`src/sv/rrv_pkg.sv`:
```
// ----------------------------------------------------------------------------
// rrv_pkg
// Shared widths and the request and status words of the serial arithmetic
// units of the rolling return volatility core.
// ----------------------------------------------------------------------------
package rrv_pkg;

    localparam int PRICE_W = 32;
    localparam int RET_W   = 32;
    localparam int VOL_W   = 31;
    localparam int WLEN_W  = 7;
    localparam int DIV_W   = 64;
    localparam int DVSR_W  = 32;

    localparam logic [WLEN_W-1:0] WLEN_RESET = 7'd16;

    typedef enum logic {
        ERR_NONE       = 1'b0,
        ERR_ZERO_PRICE = 1'b1
    } t_err;

    typedef struct packed {
        logic              start;
        logic [DIV_W-1:0]  dividend;
        logic [DVSR_W-1:0] rem_init;
        logic [DVSR_W-1:0] divisor;
    } t_div_req;

    typedef struct packed {
        logic             done;
        logic [DIV_W-1:0] quotient;
    } t_div_sts;

    typedef struct packed {
        logic             start;
        logic [DIV_W-1:0] radicand;
    } t_sqrt_req;

    typedef struct packed {
        logic              done;
        logic [DVSR_W-1:0] root;
    } t_sqrt_sts;

endpackage

```
`src/sv/rrv_sqrt.sv`:
```
// ----------------------------------------------------------------------------
// rrv_sqrt
// Digit-by-digit integer square root, one result bit per cycle.
// ----------------------------------------------------------------------------
module rrv_sqrt (
    input  logic               i_clk,
    input  logic               i_rst_n,
    input  rrv_pkg::t_sqrt_req i_req,
    output rrv_pkg::t_sqrt_sts o_sts
);
    localparam logic [rrv_pkg::DIV_W-1:0] BIT_TOP  = {2'b01, {(rrv_pkg::DIV_W-2){1'b0}}};
    localparam logic [rrv_pkg::DIV_W-1:0] BIT_LAST = rrv_pkg::DIV_W'(1);

    logic [rrv_pkg::DIV_W-1:0] r_n;
    logic [rrv_pkg::DIV_W-1:0] r_res;
    logic [rrv_pkg::DIV_W-1:0] r_bit;
    logic                      r_busy;
    logic                      r_done;

    logic [rrv_pkg::DIV_W-1:0] trial;

    assign trial = r_res + r_bit;

    always_ff @(posedge i_clk) begin
        if (!i_rst_n) begin
            r_busy <= 1'b0;
            r_done <= 1'b0;
        end else begin
            r_done <= 1'b0;
            if (i_req.start) begin
                r_busy <= 1'b1;
            end else if (r_busy && r_bit == BIT_LAST) begin
                r_busy <= 1'b0;
                r_done <= 1'b1;
            end
        end
    end

    always_ff @(posedge i_clk) begin
        if (i_req.start) begin
            r_n   <= i_req.radicand;
            r_res <= '0;
            r_bit <= BIT_TOP;
        end else if (r_busy) begin
            if (r_n >= trial) begin
                r_n   <= r_n - trial;
                r_res <= (r_res >> 1) + r_bit;
            end else begin
                r_res <= r_res >> 1;
            end
            r_bit <= r_bit >> 2;
        end
    end

    assign o_sts.done = r_done;
    assign o_sts.root = r_res[rrv_pkg::DVSR_W-1:0];
endmodule

```
`config.mk`:
```
export PLATFORM = sky130hd
export DESIGN_NAME = rrv_sqrt
export DESIGN_NICKNAME = d
export VERILOG_FILES = /design/src/sv/rrv_pkg.sv /design/src/sv/rrv_sqrt.sv
export SDC_FILE = /design/constraint.sdc
export NUM_CORES = 1
export LEC_CHECK = 0
export BUFFER_PORTS_ARGS = -buffer_cell sky130_fd_sc_hd__buf_2
export CORE_MARGIN = 2
export CORE_UTILIZATION = 63
export CTS_CLUSTER_DIAMETER = 120
export DETAILED_ROUTE_END_ITERATION = 8
export PLACE_DENSITY = 0.82
export SLEW_MARGIN = 20
export SYNTH_ARGS = -nofsm -noshare
export SYNTH_HDL_FRONTEND = slang
export SYNTH_SLANG_ARGS = --single-unit
export TNS_END_PERCENT = 20
```
`constraint.sdc`:
```
create_clock -name i_clk -period 13.6 [get_ports i_clk]
set_input_delay 1.36 -clock i_clk [delete_from_list [all_inputs] [get_ports i_clk]]
set_output_delay 1.36 -clock i_clk [all_outputs]
set_load 0.05 [all_outputs]
```
# [After elaboration in Yosys (flattened, before gate mapping)]
# Index checks and enable logic that the tools add are counted.
[word_totals] reg_bits=162 wordCells=24 inputBits=67
[classes] bitwise_logic=1 n_reduce_logical=6 order_cmp=1 muxes=7 addsub=3 eq_ne=1
[op_table] op="$mux 64" count=4
[op_table] op="$add 63x63->64" count=1
[op_table] op="$add 64x63->64" count=1
[op_table] op="$ge 64x64->1" count=1
[op_table] op="$sub 64x64->64" count=1
[op_table] op="$eq 32x1->1 const B" count=1
[op_table] op="$reduce_bool 2->1" count=3
[op_table] op="$mux 1" count=3
[op_table] op="$reduce_and 2->1" count=1
[op_table] op="$reduce_or 2->1" count=1
[op_table] op="$logic_and 1x1->1" count=1
[op_table] op="$not 1->1" count=1

# [Longest topological paths before layout]
[depth] depth_word=5 depth_mapped=25

# [Least setup slack after synthesis]
# OpenSTA, ideal clock, no wires.
[synth_path] path_type="reg-to-reg" from="register r_res[2] (netlist bit)" to="register r_n[0] (netlist bit), enable pin" path_buffers=3 required_time_ns=13.026 path_stages_with_launch=23 path_slack_ns=4.174 arrival_time_ns=8.852 cell_sequence="dfxtp_1 > ha_1 > a31oi_1 > o21bai_1 > a31oi_1 > o21ai_1 > a2111oi_2 > o21ai_0 > nand2_1 > o21bai_1 > xnor2_1 > ha_1 > buf_2 > nand4_1 > or2_1 > nor2_1 > nand2_1 > a2111oi_2 > o31ai_2 > a21o_2 > buf_6 > buf_4 > o21ai_0"
[synth_between] elab_chain_len=4
[synth_lines] item="start: declaration" line="rrv_sqrt.sv:15" rtl="logic [rrv_pkg::DIV_W-1:0] r_res;"
[synth_lines] item="start signal: assignment" line="rrv_sqrt.sv:47" rtl="r_res <= (r_res >> 1) + r_bit;"
[synth_lines] item="start signal: assignment" line="rrv_sqrt.sv:49" rtl="r_res <= r_res >> 1;"
[synth_lines] item="$add 64x63->64" line="rrv_sqrt.sv:22" rtl="assign trial = r_res + r_bit;"
[synth_lines] item="$ge 64x64->1" line="rrv_sqrt.sv:45" rtl="if (r_n >= trial) begin"
[synth_lines] item="$reduce_bool 2->1 (no line)"
[synth_lines] item="$reduce_and 2->1 (no line)"
[synth_lines] item="end signal: assignment" line="rrv_sqrt.sv:41" rtl="r_n <= i_req.radicand;"
[synth_lines] item="end signal: assignment" line="rrv_sqrt.sv:46" rtl="r_n <= r_n - trial;"
[synth_lines] item="end: declaration" line="rrv_sqrt.sv:14" rtl="logic [rrv_pkg::DIV_W-1:0] r_n;"
# Every way passes these cells.
# A chain may end at the register's enable or synchronous reset.

# [Final worst setup path]
[layout_path] from="register r_res[2] (netlist bit)" to="register r_n[31] (netlist bit), enable pin"
# The elaborated chain is that of the path after synthesis.

==> results.md <==
- The startpoint identified for the worst register-to-register timing path is r_res[2].
- The initial antenna violation count was 1.
- After detailed routing, the average wire length per cell comes to ~19 um.
- Buffers placed on the I/O ports in this run total between 90 and 100.
- Counting every net in the synthesized netlist gives approximately 2100.
- The worst-case IR drop observed on VDD is around 0.21 mV.
- TritonCTS built the clock tree.
- The final RePlAce weighted congestion is roughly 0.96.
- Dividing the synthesized area by the synthesized cell count gives ~7.9 um^2.
- After synthesis, the share of flip-flops with an asynchronous set or reset is 0%.
- The critical path starts at r_res[2].
- The launching element type of the critical path is a flop.
- The critical path data required time is about 14 ns.
- The detailed-route wire length is ~43000 um.
- Summing over every cut layer, the via total after detailed routing is about 15000.
- The number of antenna diodes in the final layout is 0.
- Of the post-synthesis cell area, the dominant cell type holds approximately 13%.
- The first routing iteration left between 1500 and 2000 violations.
- The power density over the cells is between 200 and 250 mW/mm^2.
- The H-tree was split into 4 levels.
- The combined area of all synthesized cells is around 0.015 mm^2.
- The count of distinct cell types in the synthesized netlist is between 80 and 90.
- The slew at the pin closest to its max-slew limit is ~1.1 ns.
- The floorplan has 56 rows.
- The die width is 159.5 um.
- For this run, the post-layout net count is 2119.
- The biggest area contributor in the post-synthesis netlist is dfxtp_1.
- The post-synthesis cell count is 1940.
- Entering global routing, the biggest net connects ~140 pins.
- The remaining antenna violation count after routing is 0.
- The setup TNS is 0 ns.
- Cells with a size suffix above 1 make up about a tenth of the layout.
- The most common library cell in the layout ignoring fill and taps is nand2_1.
- The layout-stage area growth over the synthesis result is 5.225%.
- The number of sinks handled by clock tree synthesis is around 160.
- The path class of the lowest-slack min-delay path is flop to flop.
- The number of synthesized flops with an enable pin is 64.
- Sequential cells were found to cover between 20% and 30% of the synthesized design area.
- The final critical path takes up between 40% and 50% of the cycle.
- The count of pins on the block boundary is 100.
- The clock period could shrink to roughly 6.8 ns.
- After detailed routing, the number of remaining DRC violations is 0.
- After clock tree synthesis, the clock-pin slew on the worst setup and hold paths is 0.08 ns.
- The flip-flop and latch count after synthesis is ~160.
- The overall overflow remaining after global route is 0.
- The relative slew slack is between 20% and 30%.
- The final core utilization is between 60% and 70%.
- The number of clock buffers inserted by TritonCTS is 17.
- The slack of the worst reg-to-reg path is approximately 6.8 ns.
- The via count of the first global-routing pass was approximately 13000.
- Derived from the worst setup path, the maximum achievable clock frequency is between 100 and 150 MHz.
- The tool flagged a number of max-cap violations equal to 0.
- The count of placed standard cells including taps is about 2200.
- The clock passes through at most 2 buffers.
- For this run, the detailed router's first-pass iteration total came to 6.
- The run finished with clean final reports.
- Setup repair after global routing left no endpoint under its margin.
- By area the synthesized netlist is led by dfxtp_1, edfxtp_1, ha_1.
- The final number of hold-violating endpoints is 0.
- The total of hold buffers inserted after clock tree synthesis is 0.
- For the worst flop-to-flop path, the logic depth is 21.
- Setup violations remaining at the end of the flow were counted as 0.
- In the layout the commonest cells are nand2_1, nor2_1, o21ai_0.
- The capturing point of the worst reg2reg path is r_n[31].
- The number of setup buffers added after CTS is 0.
- STA classifies the critical path endpoint as a flop.
- In the synthesized netlist the dominant register cell turns out to be dfxtp_1.
- The HPWL after detailed placement is 31550 um.
- The non-filler instance count after layout is around 2300.
- During synthesis, Yosys emitted a total of 0 warnings.
- The number of pins exceeding their max-slew limit in the final report is 0.
- Gates resized during post-CTS repair numbered 0.
- In this run the clock root is driven by a clkbuf_16.
- The initial utilization of the core area, before any placement, comes to ~64%.
- Following the worst setup path forward leads to its endpoint at r_n[31].
- STA puts the critical path data arrival time at 6.84 ns.
- The maximum clock skew at final layout is 0.01460 ns.
- The static leakage is a little over 6 nW.
- By startpoint and endpoint, the worst setup path is classified as flop to flop.
- The floorplan step defined a core boundary enclosing roughly 0.024 mm^2.
- The clock reaches the later pin of the worst-skew pair after about 0.44 ns.
- For this run, the total global-route usage over all layers was measured as between 30% and 40%.
- The area of the die is about 0.025 mm^2.
- Dividing the detail-routed via count by the number of cells gives around 6.6.
- The filler cells instantiated in the layout total 2027.
- In this run the worst path has a maximum fanout of 75.
- The die is 159.5 um tall.
- The wire length of the first global-routing pass is 69810 um.
==> synth_stat cells, drive strengths merged (55+ instances only) <==
| cell | count |
|---|---|
| ha | 130 |
| xnor2 | 74 |
| buf | 62 |
| a31oi | 64 |
| dfxtp | 98 |
| a21oi | 129 |
| clkbuf | 82 |
| edfxtp | 64 |
| nand2 | 233 |
| xor2 | 67 |
| a21o | 55 |
| nor2 | 174 |
| o21ai | 176 |
==> routing by layer <==
metal	vias up	wire length, um	share of wire (%)	track usage, %
met5	-	7	0.016	0
met4	2	843	2.0	8.636
met3	76	4128	9.7	5.574
met2	744	18050	42	48.66
met1	6922	19690	46	50.10
li1	7112	-	-	-
==> through the flow <==
stage               instance area, um^2  setup WS [ns]  hold WS (ns)  power [mW]
floorplan                         15230          4.174        0.4777       2.500
global placement                  15470          7.148        0.4870       2.882
detailed placement                15470          6.970        0.5044       2.911
CTS                               16030          6.932        0.5138       3.394
global route                      16030          6.448        0.5675       3.694
finish                            16030          6.811        0.5093       3.438
==> layout make-up <==
class,instances,area [um^2],share of cell area (%)
clock buffer,20,457.9,2.858
timing repair buffer,106,554.3,3.459
clock inverter,12,93.84,0.5856
inverter,46,172.7,1.077
tap,319,399.1,2.491
sequential,162,3887,24.26
multi-input combinational,1588,10460,65.27
==> how the worst min path moves through the flow <==
stage	slack [ns]	cells after the start	to	startpoint
final	0.51	2	r_res[0]	r_res[0]
after global routing	0.57	2	r_res[0]	r_res[0]
after CTS	0.51	2	r_res[0]	r_res[0]
after detailed placement	0.50	2	r_res[0]	r_res[0]
after global placement	0.49	2	r_res[0]	r_res[0]
after floorplan	0.48	2	r_res[0]	r_res[0]
==> critical path, cell delays in order, from the launching register on <==
cell and delay [ns]:
dfxtp_1 0.43, ha_1 0.30, a31oi_1 0.27, o21bai_1 0.14
a31oi_1 0.39, o21ai_1 0.27, a2111oi_2 0.59, o21ai_0 0.29
nand2_1 0.18, o21bai_1 0.09, xnor2_1 0.16, ha_1 0.44
nand4_1 0.17, or2_1 0.31, nor2_1 0.14, nand2_1 0.10
a2111oi_2 0.35, o31ai_2 0.14, a21o_2 0.23, buf_4 0.35
o21ai_4 0.22, buf_4 0.75
==> where the power goes <==
part	switching, mW	total, mW	internal (mW)
Sequential	0.130	0.821	0.691
Combinational	1.35	2.15	0.796
Clock	0.223	0.472	0.249
==> flip-flops by register name, indices dropped and copies added (netlist names) <==
| signal | flops |
|---|---|
| r_busy | 1 |
| r_n | 64 |
| r_bit | 32 |
| r_res | 64 |
| r_done | 1 |
==> cells by family (layout without fill, tap and decap cells) <==
logic type / count (synthesis) / count (layout) / share of synthesized area [%]
and+or+nand+nor: 642 / 642 / 19.58
AOI/OAI and AO/OA: 630 / 630 / 27.14
buffers and inverters: 190 / 184 / 5.940
DFF: 162 / 162 / 25.50
xor gates and xnor gates: 141 / 141 / 8.109
adders and majority gates: 131 / 131 / 10.81
muxes: 44 / 44 / 2.925
Note: power is estimated with default switching activity, not from simulation.
