<file path="config.mk">
export PLATFORM = sky130hd
export DESIGN_NAME = rrv_div
export DESIGN_NICKNAME = d
export VERILOG_FILES = /design/src/sv/rrv_pkg.sv /design/src/sv/rrv_div.sv
export SDC_FILE = /design/constraint.sdc
export NUM_CORES = 1
export LEC_CHECK = 0
export BUFFER_PORTS_ARGS = -buffer_cell sky130_fd_sc_hd__buf_2
export CAP_MARGIN = 20
export CORE_AREA = 2 2 128 130
export CTS_BUF_LIST = sky130_fd_sc_hd__clkbuf_4 sky130_fd_sc_hd__clkbuf_8 sky130_fd_sc_hd__clkbuf_16
export DETAILED_ROUTE_END_ITERATION = 8
export DIE_AREA = 0 0 130 132
export PLACE_DENSITY = 0.72
export SLEW_MARGIN = 10
export SYNTH_ARGS = -nofsm -noshare
export SYNTH_HDL_FRONTEND = slang
export SYNTH_SLANG_ARGS = --single-unit
</file>
<file path="constraint.sdc">
create_clock -name i_clk -period 2.8 [get_ports i_clk]
set_clock_uncertainty 0.15 [all_clocks]
set_input_delay 0.14 -clock i_clk [delete_from_list [all_inputs] [get_ports i_clk]]
set_output_delay 0.14 -clock i_clk [all_outputs]
set_load 0.02 [all_outputs]
</file>
<file path="src/sv/rrv_pkg.sv">
// ----------------------------------------------------------------------------
// rrv_pkg
// Shared widths and the request and status words of the serial arithmetic
// units of the rolling return volatility core.
// ----------------------------------------------------------------------------
package rrv_pkg;

    localparam int PRICE_W = 32;
    localparam int RET_W   = 32;
    localparam int VOL_W   = 31;
    localparam int WLEN_W  = 7;
    localparam int DIV_W   = 64;
    localparam int DVSR_W  = 32;

    localparam logic [WLEN_W-1:0] WLEN_RESET = 7'd16;

    typedef enum logic {
        ERR_NONE       = 1'b0,
        ERR_ZERO_PRICE = 1'b1
    } t_err;

    typedef struct packed {
        logic              start;
        logic [DIV_W-1:0]  dividend;
        logic [DVSR_W-1:0] rem_init;
        logic [DVSR_W-1:0] divisor;
    } t_div_req;

    typedef struct packed {
        logic             done;
        logic [DIV_W-1:0] quotient;
    } t_div_sts;

    typedef struct packed {
        logic             start;
        logic [DIV_W-1:0] radicand;
    } t_sqrt_req;

    typedef struct packed {
        logic              done;
        logic [DVSR_W-1:0] root;
    } t_sqrt_sts;

endpackage

</file>
<file path="src/sv/rrv_div.sv">
// ----------------------------------------------------------------------------
// rrv_div
// Restoring divider, one quotient bit per cycle.
// ----------------------------------------------------------------------------
module rrv_div (
    input  logic              i_clk,
    input  logic              i_rst_n,
    input  rrv_pkg::t_div_req i_req,
    output rrv_pkg::t_div_sts o_sts
);
    localparam int CNT_W = $clog2(rrv_pkg::DIV_W + 1);

    logic [rrv_pkg::DIV_W-1:0]  r_quo;
    logic [rrv_pkg::DVSR_W-1:0] r_rem;
    logic [rrv_pkg::DVSR_W-1:0] r_dvsr;
    logic [CNT_W-1:0]           r_cnt;
    logic                       r_done;

    logic [rrv_pkg::DVSR_W:0]   trial;
    logic [rrv_pkg::DVSR_W:0]   diff;
    logic                       ge;

    assign trial = {r_rem, r_quo[rrv_pkg::DIV_W-1]};
    assign ge    = trial >= {1'b0, r_dvsr};
    assign diff  = trial - {1'b0, r_dvsr};

    always_ff @(posedge i_clk) begin
        if (!i_rst_n) begin
            r_cnt  <= '0;
            r_done <= 1'b0;
        end else begin
            r_done <= 1'b0;
            if (i_req.start) begin
                r_cnt <= CNT_W'(rrv_pkg::DIV_W);
            end else if (r_cnt != '0) begin
                r_cnt <= r_cnt - 1'b1;
                if (r_cnt == CNT_W'(1)) begin
                    r_done <= 1'b1;
                end
            end
        end
    end

    always_ff @(posedge i_clk) begin
        if (i_req.start) begin
            r_quo  <= i_req.dividend;
            r_rem  <= i_req.rem_init;
            r_dvsr <= i_req.divisor;
        end else if (r_cnt != '0) begin
            // shift in the next dividend bit, keep the quotient bit
            r_quo <= {r_quo[rrv_pkg::DIV_W-2:0], ge};
            r_rem <= ge ? diff[rrv_pkg::DVSR_W-1:0] : trial[rrv_pkg::DVSR_W-1:0];
        end
    end

    assign o_sts.done     = r_done;
    assign o_sts.quotient = r_quo;
endmodule

</file>
# Word-level counts from Yosys, hierarchy flattened
# Index checks and enable logic that the tools add are counted.
dict set report totals {
  inputBits 131
  regBits 136
  out_inout_bits 65
}
dict set report op_classes {
  n_reduce_logical 4
  mux 8
  n_eq_ne 1
  magnitude_cmp 1
  bitwise_logic 2
  addsub 2
}
# operator n
set ops {}
lappend ops {{$mux 64} 2}
lappend ops {{$mux 32} 3}
lappend ops {{$ge 33x32->1} 1}
lappend ops {{$sub 32x32->32} 1}
lappend ops {{$mux 7} 2}
lappend ops {{$eq 7x1->1 const B} 1}
lappend ops {{$reduce_bool 7->1} 1}
lappend ops {{$sub 7x1->7 const B} 1}
lappend ops {{$reduce_or 3->1} 1}
lappend ops {{$not 1->1} 2}
lappend ops {{$reduce_bool 2->1} 1}
lappend ops {{$reduce_or 2->1} 1}
lappend ops {{$mux 1} 1}

# Depth between registers and ports, before layout
# Gate-level depths: netlist of run 1.
dict set report logic_depth {
  depth_word 4
  ltp_mapped 14
  depth_no_buf 12
}

# Least setup slack after synthesis of run 1
# No wires, ideal clock.
dict set report synth_timing {
  path_kind {register to register}
  startpoint {reg r_quo[63] (netlist name)}
  endpoint {reg r_rem[26] (netlist name), data pin}
  path_buffers 0
  path_slack_ns -0.393
  arrival_time_ns 2.782
  setup_ns 0.261
  path_stages_with_launch 13
  cell_sequence {edfxtp_1 -> inv_1 -> ha_1 -> fa_1 -> nand2b_1 -> a21oi_1 -> a31oi_1 -> o31a_1 -> a31oi_1 -> a21boi_0 -> xor2_1 -> nor3_1 -> a221o_1}
}
dict set report synth_between {
  elab_chain_cells 4
}
# item line
set synth_lines {}
lappend synth_lines {{from (decl)} rrv_div.sv:13} ;# logic [rrv_pkg::DIV_W-1:0] r_quo;
lappend synth_lines {{from (signal assigned)} rrv_div.sv:46} ;# r_quo <= i_req.dividend;
lappend synth_lines {{from (signal assigned)} rrv_div.sv:51} ;# r_quo <= {r_quo[rrv_pkg::DIV_W-2:0], ge};
lappend synth_lines {{$sub 32x32->32 / $ge 33x32->1 (equally long branches)} {rrv_div.sv:25, rrv_div.sv:24}}
lappend synth_lines {{$mux 32 (*)} rrv_div.sv:52} ;# r_rem <= ge ? diff[rrv_pkg::DVSR_W-1:0] : trial[rrv_pkg::DVSR_W-1:0];
lappend synth_lines {{$mux 32 (*)} rrv_div.sv:49} ;# end else if (r_cnt != '0) begin
lappend synth_lines {{$mux 32 (*)} rrv_div.sv:45} ;# if (i_req.start) begin
lappend synth_lines {{to (signal assigned)} rrv_div.sv:47} ;# r_rem <= i_req.rem_init;
lappend synth_lines {{to (signal assigned)} rrv_div.sv:52}
lappend synth_lines {{to (decl)} rrv_div.sv:14} ;# logic [rrv_pkg::DVSR_W-1:0] r_rem;
# Every way passes the cells marked *; elsewhere a longest branch is shown, timed or not. The select of a mux whose other input is x is not followed.
# A chain may end at the register's enable or synchronous reset.

# Final worst setup path of run 1
dict set report layout_timing {
  startpoint {reg r_rem[17] (netlist name)}
  endpoint {reg r_rem[14] (netlist name), data pin}
}
dict set report layout_between {
  elab_chain_cells 4
}
# item line
set layout_lines {}
lappend layout_lines {{$ge 33x32->1} rrv_div.sv:24} ;# assign ge = trial >= {1'b0, r_dvsr};
lappend layout_lines {{$mux 32} rrv_div.sv:52}
lappend layout_lines {{$mux 32} rrv_div.sv:49}
lappend layout_lines {{$mux 32} rrv_div.sv:45}
# No other way between the ends. The select of a mux whose other input is x is not followed.

==> impl_metrics.csv, run 1 <==
group,metric,value,unit
status,status,"finished with violations",
status,violations,"negative setup slack",
power,clockPowerShare,0.167,
power,p_int,0.007624,W
power,p_seq_frac,0.283,
sta,setup_ws,-0.4102,ns
clocking,insertion_delay,0.42,ns
drt,drt_wl_total,23520,µm
synthesis,synthAdderAreaFrac,0.05959,
power,peakVddDrop,0.6221,mV
clocking,clock_sinks,136,
floorplan,ios,196,
flow_run,cap_violations,0,
setup_path,crit_buf_inv,4,
clocking,ctsRootBufferMaster,"clkbuf_16",
synthesis,syn_inst,611,
drt,final_antenna_net_count,0,
finish,drive_gt1_frac,0.4457,
setup_path,cp_top_family,"compound AO/OA/AOI/OAI gates",
sta,timing.final.crit_share,1.147,
global_route,gr-total-overflow,0,
setup_path,critical_path.max_fanout,7,
global_route,grt_usage,0.2710,
setup_path,max_stage_delay,0.45,ns
sta,fmax,311.5,MHz
sta,rsz0062_at_grt,"yes",
synthesis,synth.area.mux_share,0.1073,
sta,min_period,3.210,ns
place,place_congestion,0.9012,
synthesis,yosys.area_share.xor_xnor,0.03867,
drt,drt-wirelength-per-cell,18.58,µm
clocking,cts_tree,"done",
synthesis,synth_cell_type_count,54,
synthesis,yosysWarnings,0,
sta,finalHoldViolations,0,
power,p_leak,5.072,nW
finish,nets,1203,
power,total_power,0.01272,W
power,combPwrFrac,0.550,
global_route,grt_pass1_vias,7281,
synthesis,synth_edf_count,128,
drt,drt_pass1_iterations,7,
clocking,cts_buffer_depth,2,
synthesis,yosys.area_share.simple,0.09190,
finish,area_delta_synth_final,57.83,%
clocking,clk_pin_slew,0.06,ns
synthesis,syn_area,7475,µm²
sta,drv_slew,0,
synthesis,synth_top_family_by_area,"compound AO/OA/AOI/OAI gates",
setup_path,critPathArrivalTime,3.23,ns
clocking,htreeDepth,4,
drt,vias,6821,
synthesis,ys_seq_elements,136,
sta,worst_pin_slew,0.6270,ns
setup_path,critPathKind,"flop to flop",
sta,setup_viol,33,
synthesis,async_flop_share,0,
setup_path,critical_path.slowest_cell,"edfxtp_1",
setup_path,worst_setup_path_start_kind,"flop",
power,powerDensity,1078,nW/µm²
global_route,antenna_found_initial,0,
drt,drc_errors,0,
place,hpwl,13750,µm
synthesis,synth_compound_gate_area_share,0.1277,
clocking,cts_buffers,17,
synthesis,syn_avg_cell_area,12.23,µm²
floorplan,core,15710,µm²
setup_path,worstPathCellList,"ha_4, buf_4, a21oi_4, o21ai_2, o211a_1, nor2_2, inv_1, o31ai_4, buf_6, o311a_4, buf_4, o311ai_1",
setup_path,worstPathRequired,2.82,ns
finish,mostFrequentLayoutCell,"buf_2",
synthesis,ys.flop_type,"edfxtp_1",
finish,final_area,11800,µm²
synthesis,synthesis.nets,777,
global_route,grt_pass1_wl,36450,µm
finish,final_cell_mix,"buf_2, dlygate4sd3_1, edfxtp_1, buf_4, mux2_2",
finish,num_antenna_cells,0,
floorplan,dieArea,17160,µm²
drt,drt_first_iter_violations,434,
power,sw_frac_of_total,0.4006,
global_route,grt_max_degree,78,
floorplan,die_w,130,µm
drt,drt-vias-per-instance,5.388,
place,placed_area,9275,µm²
min_path,hold_path_class,"primary input to flop",
sta,maxSlewHeadroom,0.5804,
floorplan,row_count,46,
setup_path,crit_top_cell,"buf_4",
synthesis,yosysSeqAreaShare,0.5357,
floorplan,start_util,0.4757,
place,io_buffers,195,
power,switchingPower,0.005096,W
setup_path,cp-end-kind,"flop",
floorplan,fp.dieH,132,µm
-- power groups by stage --
stage / clock [W] / sequential (W) / combinational, W
global placement: 0 / 0.00352 / 0.00529
finish: 0.00213 / 0.00359 / 0.00699
global route: 0.00222 / 0.00366 / 0.00745
detailed placement: 0 / 0.00353 / 0.00545
CTS: 0.00214 / 0.00354 / 0.00640
floorplan: 0 / 0.00390 / 0.00303
-- worst reg2reg max path, delay by kind of cell, from the launching register on --
family	cells	cell delay, ns
buffers and inverters	4	0.55
adders and majority gates	1	0.31
AOI/OAI and AO/OA	6	1.46
DFF	1	0.45
and+or+nand+nor	1	0.06
-- cell families after synthesis --
logic type / after synthesis
flip-flops: 136
AO/OA/AOI/OAI: 132
AND/OR/NAND/NOR: 132
multiplexers: 72
buffers and inverters: 71
adder cells (fa/ha/maj): 35
XOR/XNOR: 33
-- path summary, 6_finish.rpt --
kind | slack (ns) | startpoint | endpoint | cells past startpoint
min | 0.06 | i_req[128] | r_dvsr[10] | 1
max | -0.41 | r_rem[17] | r_rem[14] | 12
max reg2reg | -0.41 | r_rem[17] | r_rem[14] | 12
min reg2reg | 0.38 | r_cnt[1] | r_cnt[1] | 2
-- routing by layer --
| layer | GRT usage | routed length, µm | vias up |
|---|---|---|---|
| met2 | 0.4683 | 12050 | 326 |
| met5 | 0 | 0 | - |
| met1 | 0.3225 | 9155 | 3257 |
| met3 | 0.06859 | 1555 | 76 |
| met4 | 0.1027 | 765 | 0 |
| li1 | - | - | 3162 |
-- cell type report --
cell class | count | area (µm²)
timing repair buffer | 431 | 3147
tap | 216 | 270.3
fill | 1001 | 3915
sequential | 136 | 4004
clock inverter | 14 | 111.4
multi-input combinational | 408 | 3671
inverter | 43 | 161.4
clock buffer | 18 | 432.9
-- cell usage after synthesis (all sizes together), types with 6 or more instances --
library cell	number	area share
buf	9	0.0080
o21ai	20	0.015
clkbuf	19	0.0095
mux2i	7	0.0094
nor2b	15	0.013
a21o	13	0.013
dfxtp	8	0.021
ha	34	0.057
xnor2	14	0.016
o311ai	16	0.019
nor2	21	0.011
a21oi	37	0.025
mux2	65	0.098
edfxtp	128	0.51
o21bai	6	0.0060
nor3	11	0.0074
xor2	19	0.022
nand2	39	0.020
inv	43	0.022
nand3	7	0.0047
nand3b	16	0.016
a31oi	6	0.0070
a221o	8	0.011
-- sequential cells by signal (all words and copies together), names as in the netlist --
register / flops
r_rem: 32
r_quo: 64
r_dvsr: 32
r_cnt: 7
r_done: 1
-- stage by stage --
stage / hold WS, ns / util / setup slack [ns] / TNS (ns) / instances
finish: 0.05548 / 0.7508 / -0.4102 / -6.152 / 1266
global route: 0.08217 / 0.7508 / -0.4534 / -9.384 / 1266
CTS: 0.06384 / 0.7365 / -0.1680 / -2.419 / 1256
detailed placement: 0.1681 / 0.5903 / -0.3638 / -9.264 / 1077
global placement: 0.1668 / 0.5903 / -0.2118 / -4.799 / 1077
floorplan: 0.08887 / - / -0.1107 / -1.089 / 611
-- what timing repair did --
action,4_1_cts,5_1_grt
gates resized for setup,53,33
pin swaps,26,25
hold buffers,129,0
buffers inserted,13,11
endpoints found under the hold margin,131,0
cloned,5,0
endpoints found under the setup margin,33,33
Note: power is estimated with default switching activity, not from simulation.
==> run 2, diff against run 1 <==
Settings changed: SKIP_LAST_GASP set to 1.
Clock period 2.8 ns to 2.68 ns, I/O delays scaled along.
==> run 2 against run 1 <==
Effect of this change: the flow still finishes with violations (negative setup slack); sequential share of layout area down 0.85 points; die area unchanged; global-route usage shrank 0.15 points; fmax is 4.2% higher; utilization is 1.9 points higher; total power increased by 9.1%; critical path depth stayed put; first-iteration DRC count down 15%; via count up 1.0%; count of clock-buffer cells in the layout is 2 higher; wire length is 0.11% higher; combinational power increased by 7.6%.
==> impl_metrics.csv, run 2 (same netlist as run 1, synthesis figures left out) <==
group,metric,value,unit
sta,worst_pin_slew,0.5775,ns
min_path,hold_depth,1,
place,placed_area,9455,µm²
drt,drt-wirelength-per-cell,18.38,µm
setup_path,crit_top_cell,"o21ai_4",
drt,vias,6892,
place,io_buffers,195,
global_route,grt_pass1_vias,7268,
floorplan,start_util,0.4757,
finish,mostFrequentLayoutCell,"buf_2",
setup_path,worst_setup_path_start_kind,"flop",
power,total_power,0.01387,W
power,peakVddDrop,0.7228,mV
finish,nets,1217,
place,hpwl,14070,µm
sta,min_period,3.082,ns
flow_run,cap_violations,0,
clocking,clock_sinks,136,
drt,drc_errors,0,
clocking,insertion_delay,0.43,ns
setup_path,critPathArrivalTime,3.11,ns
global_route,grt_pass1_wl,36080,µm
setup_path,worstPathCellList,"buf_6, ha_4, nor2b_4, o211ai_2, a31oi_4, o21ai_4, o21ai_4, o31ai_4, buf_4, o311a_4, nor3_1, a221o_1",
power,powerDensity,1146,nW/µm²
global_route,grt_usage,0.2695,
drt,drt_pass1_iterations,5,
floorplan,ios,196,
finish,regMostFlops,"r_quo",
sta,timing.final.crit_share,1.150,
finish,top_regs,"r_quo: 64 flops, r_dvsr: 32 flops, r_rem: 32 flops",
drt,drt_wl_total,23550,µm
sta,fmax,324.4,MHz
sta,finalHoldViolations,0,
setup_path,critical_path.max_fanout,7,
finish,fillers,927,
finish,drive_gt1_frac,0.4568,
place,preCtsSetupSlack,-0.4895,ns
setup_path,crit_buf_inv,2,
sta,drv_slew,0,
setup_path,cp-end-kind,"flop",
global_route,grt_max_degree,69,
setup_path,ff2ff_setup_slack,-0.40,ns
floorplan,row_count,46,
clocking,cts_tree,"done",
sta,timing.setup.tns,-11.00,ns
drt,drt-vias-per-instance,5.380,
sta,maxSlewHeadroom,0.6136,
place,place_congestion,0.8945,
floorplan,die_w,130,µm
setup_path,worstPathRequired,2.70,ns
sta,setup_viol,33,
drt,drt_first_iter_violations,371,
floorplan,dieArea,17160,µm²
finish,largest_reg_flops,64,
drt,final_antenna_net_count,0,
clocking,ctsRootBufferMaster,"clkbuf_16",
global_route,antenna_found_initial,1,
finish,area_delta_synth_final,61.90,%
clocking,cts_buffers,17,
min_path,hold_path_class,"primary input to flop",
clocking,cts_buffer_depth,2,
setup_path,critical_path.slowest_cell,"edfxtp_1",
setup_path,critPathKind,"flop to flop",
sta,whs,0.04239,ns
finish,final_cell_mix,"buf_2, dlygate4sd3_1, edfxtp_1, buf_4, mux2_2",
global_route,gr-total-overflow,0,
status,status,"finished with violations",
status,violations,"negative setup slack",
setup_path,max_stage_delay,0.40,ns
floorplan,core,15710,µm²
setup_path,crit_cells,12,
sta,rsz0062_at_grt,"yes",
floorplan,fp.dieH,132,µm
setup_path,worstRegToRegCells,12,
power,p_leak,5.224,nW
setup_path,cp_top_family,"compound AO/OA/AOI/OAI gates",
clocking,clk_pin_slew,0.07,ns
sta,setup_ws,-0.4023,ns
finish,final_area,12100,µm²
clocking,htreeDepth,4,
run 2: cell type report:
class | count | area (µm²) | share of cell area
inverters | 43 | 161.4 | 0.01334
flip-flops and latches | 136 | 4004 | 0.3309
multi-input cells | 408 | 3727 | 0.3080
repair buffers | 445 | 3299 | 0.2726
diodes | 1 | 2.502 | 0.0002068
clock buffers | 20 | 447.9 | 0.03701
clock inverters | 12 | 188.9 | 0.01561
well taps | 216 | 270.3 | 0.02233
run 2: worst paths after layout:
check | from | end
max | r_rem[0] | r_rem[13]
min | i_req[128] | r_dvsr[8]
max reg2reg | r_rem[0] | r_rem[13]
min reg2reg | r_cnt[1] | r_cnt[1]
run 2: what timing repair did:
action	4_1_cts	5_1_grt
endpoints found under the hold margin	131	0
buffers inserted	8	13
gates resized for setup	49	37
endpoints found under the setup margin	33	33
cloned	4	2
pin swaps	14	24
hold buffers	129	0
run 2: worst register-to-register path, cell delays in order, from the launching register on:
cell	delay (ns)
edfxtp_1	0.40
buf_6	0.14
ha_4	0.23
nor2b_4	0.13
o211ai_2	0.25
a31oi_4	0.15
o21ai_4	0.21
o21ai_4	0.08
o31ai_4	0.30
buf_4	0.18
o311a_4	0.26
nor3_1	0.08
a221o_1	0.27
run 2: per-layer routing:
metal  vias up  wire length [µm]  global-route usage
li1       3195                 -                   -
met1      3326              9260              0.3105
met2       308             12000              0.4666
met3        63              1548             0.08157
met4         0               741              0.1039
met5         -                 0                   0
run 2: metrics by stage:
stage | utilization | cells
6_report | 0.7702 | 1281
5_1_grt | 0.7702 | 1281
4_1_cts | 0.7481 | 1266
3_5_place_dp | 0.6018 | 1093
3_3_place_gp | 0.6018 | 1093
2_1_floorplan | - | 611
run 2: power by group:
part / total (W) / leakage, nW / internal [W] / switching, W
combinational: 0.00752 / 3.54 / 0.00365 / 0.00387
clock: 0.00259 / 0.310 / 0.00160 / 0.000987
sequential: 0.00376 / 1.38 / 0.00329 / 0.000466
total: 0.0139 / 5.22 / 0.00854 / 0.00533
